$ cat config.mk
export PLATFORM = sky130hd
export DESIGN_NAME = gear_speed_ramp_controller
export DESIGN_NICKNAME = d
export VERILOG_FILES = /design/src/rtl/core/gsr_pkg.sv /design/src/rtl/core/gear_speed_ramp_controller.sv
export SDC_FILE = /design/constraint.sdc
export NUM_CORES = 1
export LEC_CHECK = 0
export BUFFER_PORTS_ARGS = -buffer_cell sky130_fd_sc_hd__buf_2
export CAP_MARGIN = 20
export CORE_MARGIN = 2
export CORE_UTILIZATION = 35
export DETAILED_ROUTE_END_ITERATION = 10
export GPL_TIMING_DRIVEN = 0
export PLACE_DENSITY_LB_ADDON = 0.12
export SETUP_SLACK_MARGIN = 0.1
export SLEW_MARGIN = 20
export SYNTH_ARGS = -nofsm -noshare
export SYNTH_HDL_FRONTEND = slang
export SYNTH_SLANG_ARGS = --single-unit
$ cat constraint.sdc
create_clock -name i_clk -period 46 [get_ports i_clk]
set_input_delay 4.6 -clock i_clk [delete_from_list [all_inputs] [get_ports i_clk]]
set_output_delay 4.6 -clock i_clk [all_outputs]
set_load 0.02 [all_outputs]
$ cat src/rtl/core/gsr_pkg.sv
// ----------------------------------------------------------------------------
// gsr_pkg: shared types and constants for the gear speed ramp controller
// Gear codes, gear characters, register indexes, field widths, reset values
// and the layout of the result word.
// ----------------------------------------------------------------------------
`default_nettype none

package gsr_pkg;

    // Decoded gear, as reported on the result stream
    typedef enum logic [1:0] {
        GEAR_NEUTRAL = 2'd0,
        GEAR_FIRST   = 2'd1,
        GEAR_SECOND  = 2'd2,
        GEAR_REVERSE = 2'd3
    } t_gear;

    // ASCII gear characters
    localparam logic [7:0] CHAR_FIRST   = 8'h31;  // '1'
    localparam logic [7:0] CHAR_SECOND  = 8'h32;  // '2'
    localparam logic [7:0] CHAR_REVERSE = 8'h52;  // 'R'
    localparam logic [7:0] CHAR_NEUTRAL = 8'h4E;  // 'N'

    // Configuration register indexes
    localparam int unsigned CFG_IDX_W = 2;
    localparam logic [CFG_IDX_W-1:0] CFG_LOWEST_SPEED = 2'd0;
    localparam logic [CFG_IDX_W-1:0] CFG_TOP_SPEED    = 2'd1;
    localparam logic [CFG_IDX_W-1:0] CFG_FAST_RATE    = 2'd2;
    localparam logic [CFG_IDX_W-1:0] CFG_SLOW_RATE    = 2'd3;

    // Field widths
    localparam int unsigned SPEED_INT_W = 10;
    localparam int unsigned RATE_W      = 16;
    localparam int unsigned RATE_FRAC_W = 16;
    localparam int unsigned CMD_MAG_W   = 7;
    localparam int unsigned CFG_DATA_W  = 16;
    localparam int unsigned IN_DATA_W   = 16;
    localparam int unsigned OUT_DATA_W  = 16;

    // Output word layout
    localparam int unsigned OUT_FWD_BIT  = 10;
    localparam int unsigned OUT_GEAR_LSB = 11;

    // Reset values and fixed limits
    localparam logic [SPEED_INT_W-1:0] RESET_LOWEST = 10'd650;
    localparam logic [SPEED_INT_W-1:0] RESET_TOP    = 10'd1000;
    localparam logic [SPEED_INT_W-1:0] RESET_SPEED  = 10'd1000;
    localparam logic [RATE_W-1:0]      RESET_FAST   = 16'd7646;
    localparam logic [RATE_W-1:0]      RESET_SLOW   = 16'd4588;
    localparam logic [CMD_MAG_W-1:0]   CMD_LIMIT    = 7'd100;
    localparam logic [CMD_MAG_W-1:0]   DECAY_UNITS  = 7'd100;

    // Reciprocal of three for an 11-bit sum: q = (s * 683) >> 11
    localparam int unsigned SUM_W       = 11;
    localparam logic [9:0]  RECIP_THREE = 10'd683;

endpackage

`default_nettype wire

$ cat src/rtl/core/gear_speed_ramp_controller.sv
// ----------------------------------------------------------------------------
// gear_speed_ramp_controller: throttle and gear to PWM level and direction
// Keeps a fixed-point speed and a forward flag, ramps or decays the speed
// by gear rules each tick and reports the duty level and the direction.
// ----------------------------------------------------------------------------
// Usage:
//   Slave stream (i_s_*) takes one control tick per request: throttle in
//   tdata[7:0], gear character in tdata[15:8]. Master stream (o_m_*) gives
//   one result per tick: PWM level, forward flag and decoded gear code.
//   The configuration port writes floor, top speed and the two ramp rates;
//   write it only while no tick is in flight.
//   Path: an accepted tick waits in the input register, and its result is
//   then loaded into the result register, from which the receiver takes
//   it (input register, then result register).
//   Throughput: one tick per cycle while the receiver does not stall. The
//   speed update (one 16x7 multiply, one add or subtract and the cap compares)
//   is combinational from the speed register back to itself, setting this rate.
//   When the receiver stalls, the result register holds and the input
//   register still takes one more tick; after that o_s_tready drops.
//   Reset empties both registers, restores the register defaults, sets the
//   speed to 1000 and the direction to forward.
// ----------------------------------------------------------------------------
`default_nettype none

module gear_speed_ramp_controller #(
    parameter int unsigned FRACTION_BITS = 16
) (
    input  wire logic                                i_clk,
    input  wire logic                                i_rst_n,
    // Configuration write port
    input  wire logic                                i_cfg_wr_en,
    input  wire logic [gsr_pkg::CFG_IDX_W-1:0]       i_cfg_index,
    input  wire logic [gsr_pkg::CFG_DATA_W-1:0]      i_cfg_data,
    // Tick stream in
    input  wire logic                                i_s_tvalid,
    output      logic                                o_s_tready,
    input  wire logic [gsr_pkg::IN_DATA_W-1:0]       i_s_tdata,  // throttle[7:0], gear_char[15:8]
    // Result stream out
    output      logic                                o_m_tvalid,
    input  wire logic                                i_m_tready,
    output      logic [gsr_pkg::OUT_DATA_W-1:0]      o_m_tdata   // pwm_level[9:0], forward[10],
                                                                 // gear_code[12:11], zero[15:13]
);

    localparam int unsigned SW   = gsr_pkg::SPEED_INT_W + FRACTION_BITS;
    localparam int unsigned PW   = gsr_pkg::RATE_W + gsr_pkg::CMD_MAG_W;
    localparam int unsigned XW   = PW + FRACTION_BITS;
    localparam logic [FRACTION_BITS-1:0] THIRD_ONE = FRACTION_BITS'((2 ** FRACTION_BITS) / 3);
    localparam logic [FRACTION_BITS-1:0] THIRD_TWO =
        FRACTION_BITS'((2 ** (FRACTION_BITS + 1)) / 3);

    typedef enum logic [1:0] {
        OP_HOLD  = 2'd0,
        OP_DECAY = 2'd1,
        OP_RAMP  = 2'd2
    } t_op;

    // Configuration registers
    logic [gsr_pkg::SPEED_INT_W-1:0] r_lowest;
    logic [gsr_pkg::SPEED_INT_W-1:0] r_top;
    logic [gsr_pkg::RATE_W-1:0]      r_fast;
    logic [gsr_pkg::RATE_W-1:0]      r_slow;

    // Pipeline registers and state
    logic                            r_in_valid;
    logic [7:0]                      r_in_throttle;
    logic [7:0]                      r_in_gear_char;
    logic                            r_out_valid;
    logic [gsr_pkg::SPEED_INT_W-1:0] r_out_pwm;
    logic                            r_out_fwd;
    gsr_pkg::t_gear                  r_out_gear;
    logic [SW-1:0]                   r_speed;
    logic                            r_fwd;

    logic                            advance;
    logic                            in_accept;

    // Per-tick datapath
    logic                            cmd_neg;
    logic [7:0]                      cmd_abs;
    logic [gsr_pkg::CMD_MAG_W-1:0]   cmd_mag;
    gsr_pkg::t_gear                  gear;
    logic [SW-1:0]                   floor_fx;
    logic [gsr_pkg::SUM_W-1:0]       sum_int;
    logic [SW-1:0]                   cap_first;
    logic [SW-1:0]                   cap_top;
    logic [SW-1:0]                   cap_rev;
    logic [20:0]                     third_prod;
    logic [9:0]                      third_q;
    logic [gsr_pkg::SUM_W-1:0]       third_r;
    logic [FRACTION_BITS-1:0]        third_frac;
    t_op                             op;
    logic [SW-1:0]                   cap;
    logic                            use_slow;
    logic                            n_fwd;
    logic [gsr_pkg::RATE_W-1:0]      rate;
    logic [gsr_pkg::CMD_MAG_W-1:0]   units;
    logic [PW-1:0]                   prod;
    logic [XW-1:0]                   prod_wide;
    logic [SW-1:0]                   step;
    logic [SW:0]                     speed_up;
    logic [SW-1:0]                   speed_down;
    logic [SW-1:0]                   speed_ramp;
    logic [SW-1:0]                   speed_gear;
    logic [SW-1:0]                   n_speed;
    logic [gsr_pkg::SPEED_INT_W-1:0] n_pwm;

    // Handshake: the input register moves on whenever the result register frees
    assign advance    = ~r_out_valid | i_m_tready;
    assign o_s_tready = ~r_in_valid | advance;
    assign in_accept  = i_s_tvalid & o_s_tready;

    assign o_m_tvalid = r_out_valid;
    assign o_m_tdata  = {3'b000, r_out_gear, r_out_fwd, r_out_pwm};

    // Saturate the throttle to +-100 as sign and magnitude
    always_comb begin
        cmd_neg = r_in_throttle[7];
        cmd_abs = cmd_neg ? (~r_in_throttle + 8'd1) : r_in_throttle;
        cmd_mag = (cmd_abs > 8'(gsr_pkg::CMD_LIMIT)) ? gsr_pkg::CMD_LIMIT
                                                      : cmd_abs[gsr_pkg::CMD_MAG_W-1:0];
    end

    // Decode the gear character; anything unknown is neutral
    always_comb begin
        unique case (r_in_gear_char)
            gsr_pkg::CHAR_FIRST:   gear = gsr_pkg::GEAR_FIRST;
            gsr_pkg::CHAR_SECOND:  gear = gsr_pkg::GEAR_SECOND;
            gsr_pkg::CHAR_REVERSE: gear = gsr_pkg::GEAR_REVERSE;
            gsr_pkg::CHAR_NEUTRAL: gear = gsr_pkg::GEAR_NEUTRAL;
            default:               gear = gsr_pkg::GEAR_NEUTRAL;
        endcase
    end

    // Floor and caps in fixed point; reverse cap is (top+lowest)/3 via reciprocal
    always_comb begin
        floor_fx   = {r_lowest, FRACTION_BITS'(0)};
        sum_int    = {1'b0, r_top} + {1'b0, r_lowest};
        cap_first  = SW'({sum_int, FRACTION_BITS'(0)} >> 1);
        cap_top    = {r_top, FRACTION_BITS'(0)};
        third_prod = sum_int * gsr_pkg::RECIP_THREE;
        third_q    = third_prod[20:11];
        third_r    = sum_int - 11'(third_q * 2'd3);
        case (third_r[1:0])
            2'd1:    third_frac = THIRD_ONE;
            2'd2:    third_frac = THIRD_TWO;
            default: third_frac = '0;
        endcase
        cap_rev    = {third_q, FRACTION_BITS'(0)} + SW'(third_frac);
    end

    // Pick the operation, cap, rate and direction for this tick
    always_comb begin
        op       = OP_HOLD;
        cap      = cap_top;
        n_fwd    = r_fwd;
        use_slow = (gear == gsr_pkg::GEAR_FIRST) || (gear == gsr_pkg::GEAR_REVERSE);
        case (gear) inside
            gsr_pkg::GEAR_FIRST, gsr_pkg::GEAR_SECOND: begin
                if (!r_fwd) begin
                    if (r_speed > floor_fx) op = OP_DECAY;
                    else n_fwd = 1'b1;
                end else if (gear == gsr_pkg::GEAR_FIRST) begin
                    cap = cap_first;
                    op  = (r_speed > cap_first) ? OP_DECAY : OP_RAMP;
                end else begin
                    op = OP_RAMP;
                end
            end
            gsr_pkg::GEAR_REVERSE: begin
                if (r_fwd) begin
                    if (r_speed > floor_fx) op = OP_DECAY;
                    else n_fwd = 1'b0;
                end else begin
                    cap = cap_rev;
                    op  = OP_RAMP;
                end
            end
            default: begin
                if (r_speed > floor_fx) op = OP_DECAY;
            end
        endcase
    end

    // Step = rate * units, rescaled from Q0.16 to the speed fraction
    always_comb begin
        rate      = use_slow ? r_slow : r_fast;
        units     = (op == OP_DECAY) ? gsr_pkg::DECAY_UNITS : cmd_mag;
        prod      = rate * units;
        prod_wide = (XW'(prod) << FRACTION_BITS) >> gsr_pkg::RATE_FRAC_W;
        step      = prod_wide[SW-1:0];
    end

    // Apply the step, the cap clamp and the floor rule
    always_comb begin
        speed_up   = {1'b0, r_speed} + {1'b0, step};
        speed_down = (step > r_speed) ? '0 : (r_speed - step);
        speed_ramp = r_speed;
        if (r_speed < cap) begin
            if (cmd_neg) speed_ramp = speed_down;
            else if (speed_up >= {1'b0, cap}) speed_ramp = cap;
            else speed_ramp = speed_up[SW-1:0];
        end
        if (speed_ramp >= cap) speed_ramp = cap;

        case (op)
            OP_DECAY: speed_gear = speed_down;
            OP_RAMP:  speed_gear = speed_ramp;
            default:  speed_gear = r_speed;
        endcase

        if (speed_gear < floor_fx) begin
            n_speed = floor_fx;
            n_pwm   = '0;
        end else begin
            n_speed = speed_gear;
            n_pwm   = speed_gear[SW-1:FRACTION_BITS];
        end
    end

    // Configuration writes
    always_ff @(posedge i_clk) begin
        if (!i_rst_n) begin
            r_lowest <= gsr_pkg::RESET_LOWEST;
            r_top    <= gsr_pkg::RESET_TOP;
            r_fast   <= gsr_pkg::RESET_FAST;
            r_slow   <= gsr_pkg::RESET_SLOW;
        end else if (i_cfg_wr_en) begin
            unique case (i_cfg_index)
                gsr_pkg::CFG_LOWEST_SPEED: r_lowest <= i_cfg_data[gsr_pkg::SPEED_INT_W-1:0];
                gsr_pkg::CFG_TOP_SPEED:    r_top    <= i_cfg_data[gsr_pkg::SPEED_INT_W-1:0];
                gsr_pkg::CFG_FAST_RATE:    r_fast   <= i_cfg_data;
                gsr_pkg::CFG_SLOW_RATE:    r_slow   <= i_cfg_data;
                default: ;
            endcase
        end
    end

    // Control: valid flags, speed and direction
    always_ff @(posedge i_clk) begin
        if (!i_rst_n) begin
            r_in_valid  <= 1'b0;
            r_out_valid <= 1'b0;
            r_speed     <= {gsr_pkg::RESET_SPEED, FRACTION_BITS'(0)};
            r_fwd       <= 1'b1;
        end else begin
            if (in_accept) r_in_valid <= 1'b1;
            else if (advance) r_in_valid <= 1'b0;
            if (advance) begin
                r_out_valid <= r_in_valid;
                if (r_in_valid) begin
                    r_speed <= n_speed;
                    r_fwd   <= n_fwd;
                end
            end
        end
    end

    // Payload: hold the request, load the result
    always_ff @(posedge i_clk) begin
        if (in_accept) begin
            r_in_throttle  <= i_s_tdata[7:0];
            r_in_gear_char <= i_s_tdata[15:8];
        end
        if (advance && r_in_valid) begin
            r_out_pwm  <= n_pwm;
            r_out_fwd  <= n_fwd;
            r_out_gear <= gear;
        end
    end

endmodule

`default_nettype wire

-- After elaboration in Yosys (flattened, before gate mapping)
Index checks and enable logic that the tools add are counted.
- word-level logic and storage cells: 92
- output and inout bits: 18
- input bits: 39
- bits in registers: 110
- muxes and demuxes: 33
- reduce and logical (&&, ||, !) cells: 10
- bitwise gates (word level): 6
- add/subtract/negate cells: 6
- multipliers: 3
- $lt $le $gt $ge: 8
- eq/ne operators: 13
- operators with widths (kind ; number):
    2-to-1 mux 26 bit ; 11
    > comparator 26 bit ; 2
    < comparator 26 bit ; 2
    one-hot mux 26 bit (2 select lines) ; 1
    one-hot mux 16 bit (2 select lines) ; 1
    adder 26 x 23 -> 27 bit ; 1
    greater-or-equal comparator 27 x 26 -> 1 bit ; 1
    adder 26 x 16 -> 26 bit ; 1
    greater-or-equal comparator 26 bit ; 1
    > comparator 23 x 26 -> 1 bit ; 1
    subtractor 26 x 23 -> 26 bit ; 1
    multiplier 16 x 7 -> 23 bit ; 1
    multiplier 11 x 10 -> 21 bit, second input constant ; 1
    equality test 8 x 6 -> 1 bit, second input constant ; 2
    2-to-1 mux 16 bit ; 1
    2-to-1 mux 7 bit ; 2
    equality test 2 bit, second input constant ; 6
    2-to-1 mux 2 bit ; 6
    adder 10 x 10 -> 11 bit ; 1
    multiplier 10 x 2 -> 2 bit, second input constant ; 1
    AND reduction 2 bit ; 5
    2-to-1 mux 1 bit ; 9
    adder 8 x 1 -> 8 bit, second input constant ; 1
    equality test 2 x 1 -> 1 bit, second input constant ; 4
    other kinds (14) ; 16

-- Logic depth before layout (Yosys ltp)
Gate-level depths: netlist of run 1.
- depth in word-level cells: 19
- depth in mapped cells: 87
- gate-level depth less buffers: 82

-- Worst setup path before layout of run 1
No wires, ideal clock.
- path kind: register to register
- start: register r_lowest[0] (netlist name)
- end: register r_speed[15]
- path buffers: 5
- arrival: 16299 ps
- setup slack: 29580 ps
- period minus slack after synthesis: 16420 ps
- cell stages (with the launch flop): 82
- data required time: 45879 ps
- cells stage by stage: dfxtp_1 -> ha_1 -> fa_1 -> a21o_1 -> a21oi_1 -> o21a_1 -> nor2_1 -> a21oi_1 -> inv_1 -> ha_1 -> and3_1 -> a31oi_1 -> o221a_2 -> maj3_1 -> o21ai_0 -> a31oi_1 -> o21ai_0 -> and2_1 -> [... 46 more ...] -> buf_4 -> nand2_1 -> o221a_2 -> a21oi_1 -> nor2_1 -> nor2_1 -> ha_1 -> a21o_1 -> a21o_1 -> a21oi_1 -> nor2_1 -> a211oi_1 -> nand3b_1 -> o41ai_4 -> nor3_1 -> o21a_1 -> buf_6 -> o2bb2ai_1
- longest elaborated chain between the ends: 19
- elaborated cells between the ends (all ways): 40
- classes of those cells: add/sub: 5; mul: 3; order compare: 7; eq/ne: 4; mux: 21
- RTL lines (element ; line ; text):
    start: declaration ; gear_speed_ramp_controller.sv:59 ; logic [gsr_pkg::SPEED_INT_W-1:0] r_lowest;
    start signal: assignment ; gear_speed_ramp_controller.sv:224 ; r_lowest <= gsr_pkg::RESET_LOWEST;
    start signal: assignment ; gear_speed_ramp_controller.sv:230 ; gsr_pkg::CFG_LOWEST_SPEED: r_lowest <= i_cfg_data[gsr_pkg::SPEED_INT_W-1:0];
    adder 10 x 10 -> 11 bit ; gear_speed_ramp_controller.sv:138 ; sum_int = {1'b0, r_top} + {1'b0, r_lowest};
    multiplier 11 x 10 -> 21 bit or > comparator 26 bit (tied branches) ; gear_speed_ramp_controller.sv:141, gear_speed_ramp_controller.sv:165 ;
    multiplier 10 x 2 -> 2 bit or 2-to-1 mux 2 bit (tied branches) ; gear_speed_ramp_controller.sv:143, gear_speed_ramp_controller.sv:165 ;
    subtractor 2 bit or 2-to-1 mux 2 bit (tied branches) ; gear_speed_ramp_controller.sv:143, gear_speed_ramp_controller.sv:163 ;
    equality test 2 bit (tied with other cells) ; gear_speed_ramp_controller.sv:144 ; case (third_r[1:0])
    one-hot mux 16 bit (2 select lines) or 2-to-1 mux 2 bit (tied branches) ; gear_speed_ramp_controller.sv:144, gear_speed_ramp_controller.sv:158 ;
    adder 26 x 16 -> 26 bit or equality test 2 x 1 -> 1 bit (tied branches) ; gear_speed_ramp_controller.sv:149, gear_speed_ramp_controller.sv:188, gear_speed_ramp_controller.sv:206 ;
    2-to-1 mux 26 bit or 2-to-1 mux 7 bit (tied branches) ; gear_speed_ramp_controller.sv:171, gear_speed_ramp_controller.sv:188 ;
    [... 4 more ...] ; n/a ;
    2-to-1 mux 26 bit ; gear_speed_ramp_controller.sv:200 ; if (cmd_neg) speed_ramp = speed_down;
    2-to-1 mux 26 bit ; gear_speed_ramp_controller.sv:199 ; if (r_speed < cap) begin
    greater-or-equal comparator 26 bit ; gear_speed_ramp_controller.sv:204 ; if (speed_ramp >= cap) speed_ramp = cap;
    2-to-1 mux 26 bit ; gear_speed_ramp_controller.sv:204 ;
    one-hot mux 26 bit (2 select lines) * ; gear_speed_ramp_controller.sv:206 ; case (op)
    via speed_gear[19] ; gear_speed_ramp_controller.sv:104 ; logic [SW-1:0] speed_gear;
    < comparator 26 bit * ; gear_speed_ramp_controller.sv:212 ; if (speed_gear < floor_fx) begin
    2-to-1 mux 26 bit * ; gear_speed_ramp_controller.sv:212 ;
    end signal: assignment ; gear_speed_ramp_controller.sv:244 ; r_speed <= {gsr_pkg::RESET_SPEED, FRACTION_BITS'(0)};
    end signal: assignment ; gear_speed_ramp_controller.sv:252 ; r_speed <= n_speed;
    end: declaration ; gear_speed_ramp_controller.sv:72 ; logic [SW-1:0] r_speed;
Mark *: on every way through the listed nets, which the timed path passes. The rest lies on a longest branch.
A chain may end at the register's enable or synchronous reset.

-- Final worst setup path of run 1
- start: register r_lowest[0] (netlist name)
- end: register r_speed[14]
The elaborated chain is that of the path after synthesis.

==> run metrics, run 1 <==
critical path peak fanout 10; die height 225 µm; fmax 45.6 MHz; post-cts resize count 0; die span in x 225 µm; vias 16000; die area 50700 µm²; htree depth 3; layout cells sized above 1 5.40%; share of the synthesized area in the top cell type 20.0%; Worst Hold Class reg -> reg; largest net degree at the start of global routing 25; async set-reset flop share out of synthesis 0%; Final GP Congestion 0.963; Synth top cells by count ha_1 (274), inv_1 (222), nand2_1 (207), nor2_1 (192), a21oi_1 (120); CTS Hold Bufs 0; DP HPWL 50200 µm; Syn Inst Count 2152; Post-synth EDFFs 29; slowest CP cell a2111oi_0; FILL cells 5131; FF/Latch Area 2490 µm²; Wirelength per Cell 21.2 µm; cell depth of the worst flop-to-flop path 79; Synth Area per Inst 7.95 µm²; GR Overflow Total 0; CP Launch Type flop; placed inst area 18200 µm²; number of nets with antenna violations after routing 0; Cell Area, Synth 17100 µm²; row cnt 81; Tcrit/Tclk final 47.7%; CTS clk-pin slew, worst paths 0.10 ns; Slew HR 24.2%; Clock Sinks 110; Distinct cells, synth 85; Ports 57; CTS buffer count 9; Seq/Total Area, Yosys 14.6%; CTS tree done; antenna violations before repair 1; largest stage delay on the critical path 0.70 ns; RSZ-0062 raised after global routing no; Top FF cell, synth dfxtp_1; CP Capture Type flop; number of vias per cell 5.63; cell repeated most along the worst path ha_1; Initial Util 35.2%; final instance area 18500 µm²; final count of pins violating max slew 0; Iter 0 DRT Violations 1214; Clock Root Buffer clkbuf_16; maxcap violations 0; Pre-antenna DRT Iters 6; Remaining DRCs 0; Ys Warns 0; Slew @ Worst Pin 1.11 ns; count leader, synth ha_1; hold depth 2; total wire length 60400 µm; total track usage 24.0%; worst clock skew 0.0153 ns; total negative setup slack 0 ns; status finished, final reports clean; Multi-input gate area 13400 µm²; Area Growth Syn to Fin 8.07%; Yosys reg bits 110; Reg2Reg Setup Slack 24.05 ns; Crit Path Category reg -> reg; Synth area leader ha_1; Placed Instances 2827; Post CTS Setup Buffer Count 0; ranking of synthesized cells by area ha_1 (20%), fa_1 (11%), dfxtp_1 (9.5%); clk_lat worst skew 0.39 ns; first-pass GRT wire length 93000 µm; crit path time final 21.95 ns; Crit path arrival time 22.22 ns; clock buffer depth 2; WP data required 46.27 ns; nets@finish 2625; core area 48500 µm²; Setup Viol. Count Final 0; non-filler instance count after layout 2844; port bufs 51; number of global-route vias before repair 15700; Hold Fails Final Rpt 0
critical path, delay by kind of cell, from the launching register on:
family | cells | cell delay [ns]
buffers and inverters | 9 | 2.16
DFF | 1 | 0.40
xor gates and xnor gates | 1 | 0.25
AOI/OAI and AO/OA | 30 | 8.50
and+or+nand+nor | 25 | 4.86
adders and majority gates | 14 | 5.59
per-stage QoR:
stage	worst slack (ns)	hold WS, ns	utilization [%]
floorplan	29.58	0.440	-
global placement	24.38	0.449	37.4
detailed placement	24.38	0.454	37.4
CTS	24.33	0.473	38.1
global route	23.07	0.498	38.1
finish	24.05	0.470	38.1
cell families (layout without fill, tap and decap cells):
family                     after synthesis  count (layout)  synth area share, %
AOI/OAI and AO/OA                      545             545                 21.5
xor gates and xnor gates                89              89                 4.64
adders and majority gates              372             372                 31.4
buffers and inverters                  309             376                 7.17
DFF                                    110             110                 14.6
muxes                                   24              24                 1.43
other                                    1               4               0.0219
and+or+nand+nor                        702             702                 19.3
cells in the final DEF, fill, tap and decap left out, drive strengths merged, types with 11 or more instances in the layout:
cell and n:
ha 274, inv 228, nand2 207, nor2 192, o21ai 122, a21oi 120, fa 96, dfxtp 81
buf 74, clkbuf 70, xnor2 66, nand3 61, nor3 44, or3 37, a21o 36, nand2b 32
nor2b 31, a21boi 31, o21a 29, edfxtp 29, a211oi 28, xor2 22, mux2i 20, nand4 19
o211ai 19, and2 19, a31oi 17, or2 14, o2bb2ai 12, o21bai 11, and3 11, o221ai 11
nor4 11, o31ai 11
state kept, by name, indices dropped and copies added, names as in the netlist, 2 cells and up:
register,flops
r_speed,26
r_fast,16
r_slow,16
r_lowest,10
r_out_pwm,10
r_top,10
r_in_gear_char,8
r_in_throttle,8
r_out_gear,2
path summary, 6_finish.rpt:
| check | from | endpoint |
|---|---|---|
| setup / recovery | r_lowest[0]$_SDFFE_PN0P_ | r_speed[14]$_SDFFE_PN0P_ |
| hold / removal | r_fast[1]$_SDFFE_PN1P_ | r_fast[1]$_SDFFE_PN1P_ |
| setup reg to reg | r_lowest[0]$_SDFFE_PN0P_ | r_speed[14]$_SDFFE_PN0P_ |
| hold reg to reg | r_fast[1]$_SDFFE_PN1P_ | r_fast[1]$_SDFFE_PN1P_ |
area by class of cell:
type	instances	area share, %
flip-flops and latches	110	13.5
plain buffers	84	2.06
clock inverters	7	0.535
diodes	1	0.0135
well taps	622	4.21
inverters	225	4.58
multi-input cells	1735	72.5
clock buffers	9	1.22
repair buffers	51	1.38
routing by layer:
layer	part of all wire, %	wire [µm]	global-route usage, %	vias to the layer above
met2	46	27800	39.9	500
li1	-	-	-	7706
met1	46	27900	32.5	7706
met4	3.1	1880	7.99	0
met3	4.7	2820	2.43	100
met5	0	0	0	-
Power of run 1 is left out: the tool's default activity adds up to more than one toggle a clock period on the data nets, which glitch-free logic cannot reach.
==> inputs of run 2 (changes only) <==
--- a/config.mk
+++ b/config.mk
@@ -5,6 +5,7 @@
 export SDC_FILE = /design/constraint.sdc
 export NUM_CORES = 1
 export LEC_CHECK = 0
+export ABC_AREA = 1
 export BUFFER_PORTS_ARGS = -buffer_cell sky130_fd_sc_hd__buf_2
 export CAP_MARGIN = 20
 export CORE_MARGIN = 2
==> constraint.sdc (replaced) <==
create_clock -name i_clk -period 19.56 [get_ports i_clk]
set_input_delay 1.956 -clock i_clk [delete_from_list [all_inputs] [get_ports i_clk]]
set_output_delay 1.956 -clock i_clk [all_outputs]
set_load 0.02 [all_outputs]
==> run 2 against run 1 <==
  * First-iteration DRC count up 9.1%
  * Synthesized cell count up 21%
  * Critical path type unchanged
  * Utilization up 0.055 points
  * Die area up 3.0%
  * Flip-flop and latch count unchanged
  * Sequential share of layout area down 0.40 points
==> run metrics, run 2 <==
port bufs 52; Synth Area per Inst 6.77 µm²; CP Launch Type flop; Area Growth Syn to Fin 8.13%; Post-synth EDFFs 29; die area 52200 µm²; Setup Viol. Count Final 0; Initial Util 35.3%; GR Overflow Total 0; Synth area leader ha_1; Seq/Total Area, Yosys 14.1%; slowest CP cell fa_1; Post CTS Setup Buffer Count 0; RSZ-0062 raised after global routing no; Remaining DRCs 0; Yosys reg bits 110; largest net degree at the start of global routing 24; antenna violations before repair 0; WP data required 19.83 ns; clock buffer depth 2; Largest register FFs 26; Clock Root Buffer clkbuf_16; Ports 57; Synth top cells by count nand2_1 (528), inv_1 (460), ha_1 (274), nor2_1 (255), a21oi_1 (215); Top FF cell, synth dfxtp_1; async set-reset flop share out of synthesis 0%; count leader, synth nand2_1; Slew @ Worst Pin 1.05 ns; Clock Sinks 110; vias 17000; maxcap violations 0; CTS buffer count 9; Syn Inst Count 2602; largest stage delay on the critical path 0.54 ns; Tcrit/Tclk final 92.2%; most frequent cells in the layout nand2_1 (528), inv_1 (460), ha_1 (274); fmax 55.4 MHz; final count of pins violating max slew 0; CP Capture Type flop; Wirelength per Cell 18.2 µm; total track usage 23.1%; core area 50000 µm²; htree depth 3; Crit path arrival time 18.31 ns; total negative setup slack 0 ns; die span in x 228 µm; critical path peak fanout 10; Crit Path Category reg -> reg; Final GP Congestion 0.947; worst clock skew 0.0164 ns; number of nets with antenna violations after routing 0; commonest non-fill, non-tap cell in the layout nand2_1; Slew HR 29.5%; Hold Fails Final Rpt 0; Distinct cells, synth 63; number of global-route vias before repair 16600; layout cells sized above 1 5.76%; status finished, final reports clean; Cell Area, Synth 17600 µm²; number of diodes 0; Worst Hold Class reg -> reg; share of the synthesized area in the top cell type 19.5%; total wire length 60700 µm; Pre-antenna DRT Iters 5; number of vias per cell 5.07; ranking of synthesized cells by area ha_1 (19%), nand2_1 (11%), fa_1 (11%); largest register by flop count r_speed; first-pass GRT wire length 94100 µm; Largest regs r_speed x26, r_fast x16, r_slow x16; Ys Warns 0; cell repeated most along the worst path nand2_1; DP HPWL 51600 µm; CTS tree done; nets@finish 3076; CTS clk-pin slew, worst paths 0.09 ns; clk_lat worst skew 0.39 ns; die height 228 µm; row cnt 82; Iter 0 DRT Violations 1325; crit path time final 18.04 ns
## run 2: cell types whose count changed in the layout (fill, tap and decap cells not counted), moves of 37 or more
cell     before  now
a21oi_1     120  215
nand2_1     207  528
nand3_1      61  104
xnor2_1      66    8
nor2_1      192  255
xor2_1       22   59
inv_1       222  460
or3_1        37    0
## run 2: worst paths after layout
| kind | slack [ns] | cells after the start | endpoint | startpoint |
|---|---|---|---|---|
| setup / recovery | 1.52 | 97 | r_speed[22]$_SDFFE_PN1P_ | r_top[0]$_SDFFE_PN0P_ |
| hold / removal | 0.47 | 2 | r_slow[7]$_SDFFE_PN1P_ | r_slow[7]$_SDFFE_PN1P_ |
| setup reg to reg | 1.52 | 97 | r_speed[22]$_SDFFE_PN1P_ | r_top[0]$_SDFFE_PN0P_ |
| hold reg to reg | 0.47 | 2 | r_slow[7]$_SDFFE_PN1P_ | r_slow[7]$_SDFFE_PN1P_ |
## run 2: timing repair
action | CTS | global route
setup endpoints to repair | 0 | 36
hold buffers | 0 | 0
gates resized for setup | 0 | 1
## run 2: worst max-delay path, delay by kind of cell (launching register included)
family / cells / cell delay, ns
simple gates: 41 / 4.21
compound gates: 23 / 4.16
fa+ha+maj: 13 / 5.06
xor+xnor: 3 / 0.95
flops: 1 / 0.50
buf+inv: 17 / 3.00
## run 2: layer usage
metal | GRT usage [%] | vias to the layer above | wire length (µm)
met3 | 2.16 | 70 | 2740
met1 | 30.9 | 7918 | 27900
met4 | 6.68 | 0 | 1640
met2 | 39.5 | 430 | 28400
met5 | 0 | - | 0
li1 | - | 8551 | -
## run 2: cells by family (layout without fill, tap and decap cells)
| kind of cell | Yosys count | after routing | share of synthesized area (%) |
|---|---|---|---|
| fa+ha+maj | 370 | 370 | 30.4 |
| xor+xnor | 69 | 69 | 3.47 |
| flops | 110 | 110 | 14.1 |
| compound gates | 512 | 512 | 16.7 |
| other cells | 1 | 3 | 0.0213 |
| buf+inv | 563 | 631 | 12.5 |
| simple gates | 977 | 977 | 22.8 |
## run 2: final cells by class
type,count,area (µm²)
plain buffers,86,413
clock buffers,9,225
clock inverters,7,86.3
fillers,5435,30900
inverters,477,1790
multi-input cells,1931,12900
flip-flops and latches,110,2490
well taps,672,841
repair buffers,52,260
## run 2: metrics by stage
| stage | instance area [µm²] | utilization, % | setup WS (ns) | hold slack (ns) | cells |
|---|---|---|---|---|---|
| floorplan | 17600 | - | 5.60 | 0.425 | 2604 |
| global placement | 18700 | 37.5 | 1.57 | 0.443 | 3328 |
| detailed placement | 18700 | 37.5 | 1.45 | 0.448 | 3328 |
| CTS | 19000 | 38.1 | 1.40 | 0.473 | 3344 |
| global route | 19100 | 38.1 | 0.103 | 0.489 | 3344 |
| finish | 19100 | 38.1 | 1.52 | 0.470 | 3344 |
Power of run 2 is left out for the same reason.
==> inputs of run 3 (changes only) <==
--- a/config.mk
+++ b/config.mk
@@ -6,9 +6,9 @@
 export NUM_CORES = 1
 export LEC_CHECK = 0
 export ABC_AREA = 1
+export ABC_CLOCK_PERIOD_IN_PS = 21900
 export BUFFER_PORTS_ARGS = -buffer_cell sky130_fd_sc_hd__buf_2
 export CAP_MARGIN = 20
-export CORE_MARGIN = 2
 export CORE_UTILIZATION = 35
 export DETAILED_ROUTE_END_ITERATION = 10
 export GPL_TIMING_DRIVEN = 0
==> constraint.sdc (replaced) <==
create_clock -name i_clk -period 21.9 [get_ports i_clk]
set_input_delay 2.19 -clock i_clk [delete_from_list [all_inputs] [get_ports i_clk]]
set_output_delay 2.19 -clock i_clk [all_outputs]
set_load 0.02 [all_outputs]
==> run 3 against run 2 <==
  * Cell count shrank 0.21%
  * Wire length is essentially flat
  * Clock-buffer cell count grew 1
  * Critical path depth shrank 3
  * Utilization grew 0.49 points
  * Register-to-register slack gained 2.1 ns
  * Via count grew 0.66%
  * Non-clock buffer count grew 1
  * Sequential share of layout area is essentially flat
  * Highest routed layer unchanged
  * Global-route usage grew 1.2 points
==> run metrics, run 3 (synthesized netlist as in run 2, its figures left out) <==
first-pass GRT wire length 94900 µm; htree depth 3; antenna violations before repair 0; nets@finish 3077; cell repeated most along the worst path nand2_1; Worst Hold Class reg -> reg; Final GP Congestion 0.956; port bufs 52; GR Overflow Total 0; die height 226 µm; Largest regs r_speed x26, r_fast x16, r_slow x16; die area 51300 µm²; FILL cells 5384; Iter 0 DRT Violations 1271; Area Growth Syn to Fin 7.96%; commonest non-fill, non-tap cell in the layout nand2_1; critical path peak fanout 10; total wire length 60800 µm; CTS Hold Bufs 0; largest net degree at the start of global routing 24; total negative setup slack 0 ns; layout cells sized above 1 5.72%; Post CTS Setup Buffer Count 0; RSZ-0062 raised after global routing no; CP Capture Type flop; Largest register FFs 26; Reg2Reg Setup Slack 3.62 ns; maxcap violations 0; Crit path arrival time 18.56 ns; fmax 54.7 MHz; core area 49300 µm²; Initial Util 35.8%; Ports 57; vias 17100; DP HPWL 51800 µm; most frequent cells in the layout nand2_1 (528), inv_1 (460), ha_1 (274); number of nets with antenna violations after routing 0; total track usage 24.3%; Slew HR 24.8%; Slew @ Worst Pin 1.12 ns; Tcrit/Tclk final 83.5%; Remaining DRCs 0; post-cts resize count 0; number of global-route vias before repair 16700; Hold Fails Final Rpt 0; Worst path depth 94; crit path time final 18.28 ns; worst path bufs/invs 16; status finished, final reports clean; number of vias per cell 5.12; row cnt 81; Setup Viol. Count Final 0; number of diodes 0; clock buffer depth 2; Clock Sinks 110; die span in x 226 µm; worst clock skew 0.0207 ns; cell family with most CP delay adder cells; CP Launch Type flop; CTS buffer count 9; clk_lat worst skew 0.39 ns; final count of pins violating max slew 0; Wirelength per Cell 18.2 µm; largest register by flop count r_speed; slowest CP cell xor2_1; Clock Root Buffer clkbuf_16; WP data required 22.19 ns; largest stage delay on the critical path 0.72 ns; Crit Path Category reg -> reg; CTS tree done; Pre-antenna DRT Iters 7; CTS clk-pin slew, worst paths 0.09 ns; cell depth of the worst flop-to-flop path 94; hold depth 2
-- run 3: worst paths after layout --
kind                                               start                       end
worst max-delay path            r_lowest[0]$_SDFFE_PN0P_  r_speed[20]$_SDFFE_PN0P_
worst max register to register  r_lowest[0]$_SDFFE_PN0P_  r_speed[20]$_SDFFE_PN0P_
worst min-delay path             r_fast[13]$_SDFFE_PN0P_   r_fast[13]$_SDFFE_PN0P_
worst min register to register   r_fast[13]$_SDFFE_PN0P_   r_fast[13]$_SDFFE_PN0P_
-- run 3: per-layer routing --
metal	track usage (%)	share of wire (%)
met1	32.8	47
met2	41.1	47
met3	2.16	3.8
met4	6.47	2.2
met5	0	0
-- run 3: area by class of cell --
type,instances,area (µm²),share of cell area [%]
inverter,477,1790,9.42
sequential,110,2490,13.1
buffer,86,413,2.17
timing repair buffer,53,268,1.41
multi-input combinational,1931,12900,68.0
clock inverter,6,62.6,0.329
clock buffer,10,229,1.20
tap,664,831,4.37
-- run 3: stage by stage --
| step | std cells | util (%) | instance area [µm²] | hold slack (ns) | setup WS (ns) |
|---|---|---|---|---|---|
| 2_1_floorplan | 2604 | - | 17600 | 0.425 | 7.94 |
| 3_3_place_gp | 3320 | 38.0 | 18700 | 0.440 | 3.82 |
| 3_5_place_dp | 3321 | 38.0 | 18700 | 0.449 | 3.84 |
| 4_1_cts | 3337 | 38.6 | 19000 | 0.469 | 3.75 |
| 5_1_grt | 3337 | 38.6 | 19000 | 0.497 | 2.23 |
| 6_report | 3337 | 38.6 | 19000 | 0.471 | 3.62 |
-- run 3: worst reg2reg max path: cells and delay by family (launching register included) --
| kind | cells | cell delay (ns) |
|---|---|---|
| fa+ha+maj | 13 | 5.40 |
| simple gates | 42 | 4.97 |
| compound gates | 20 | 3.43 |
| buf+inv | 16 | 2.78 |
| xor+xnor | 3 | 1.20 |
| flops | 1 | 0.39 |
Power of run 3 is left out for the same reason.
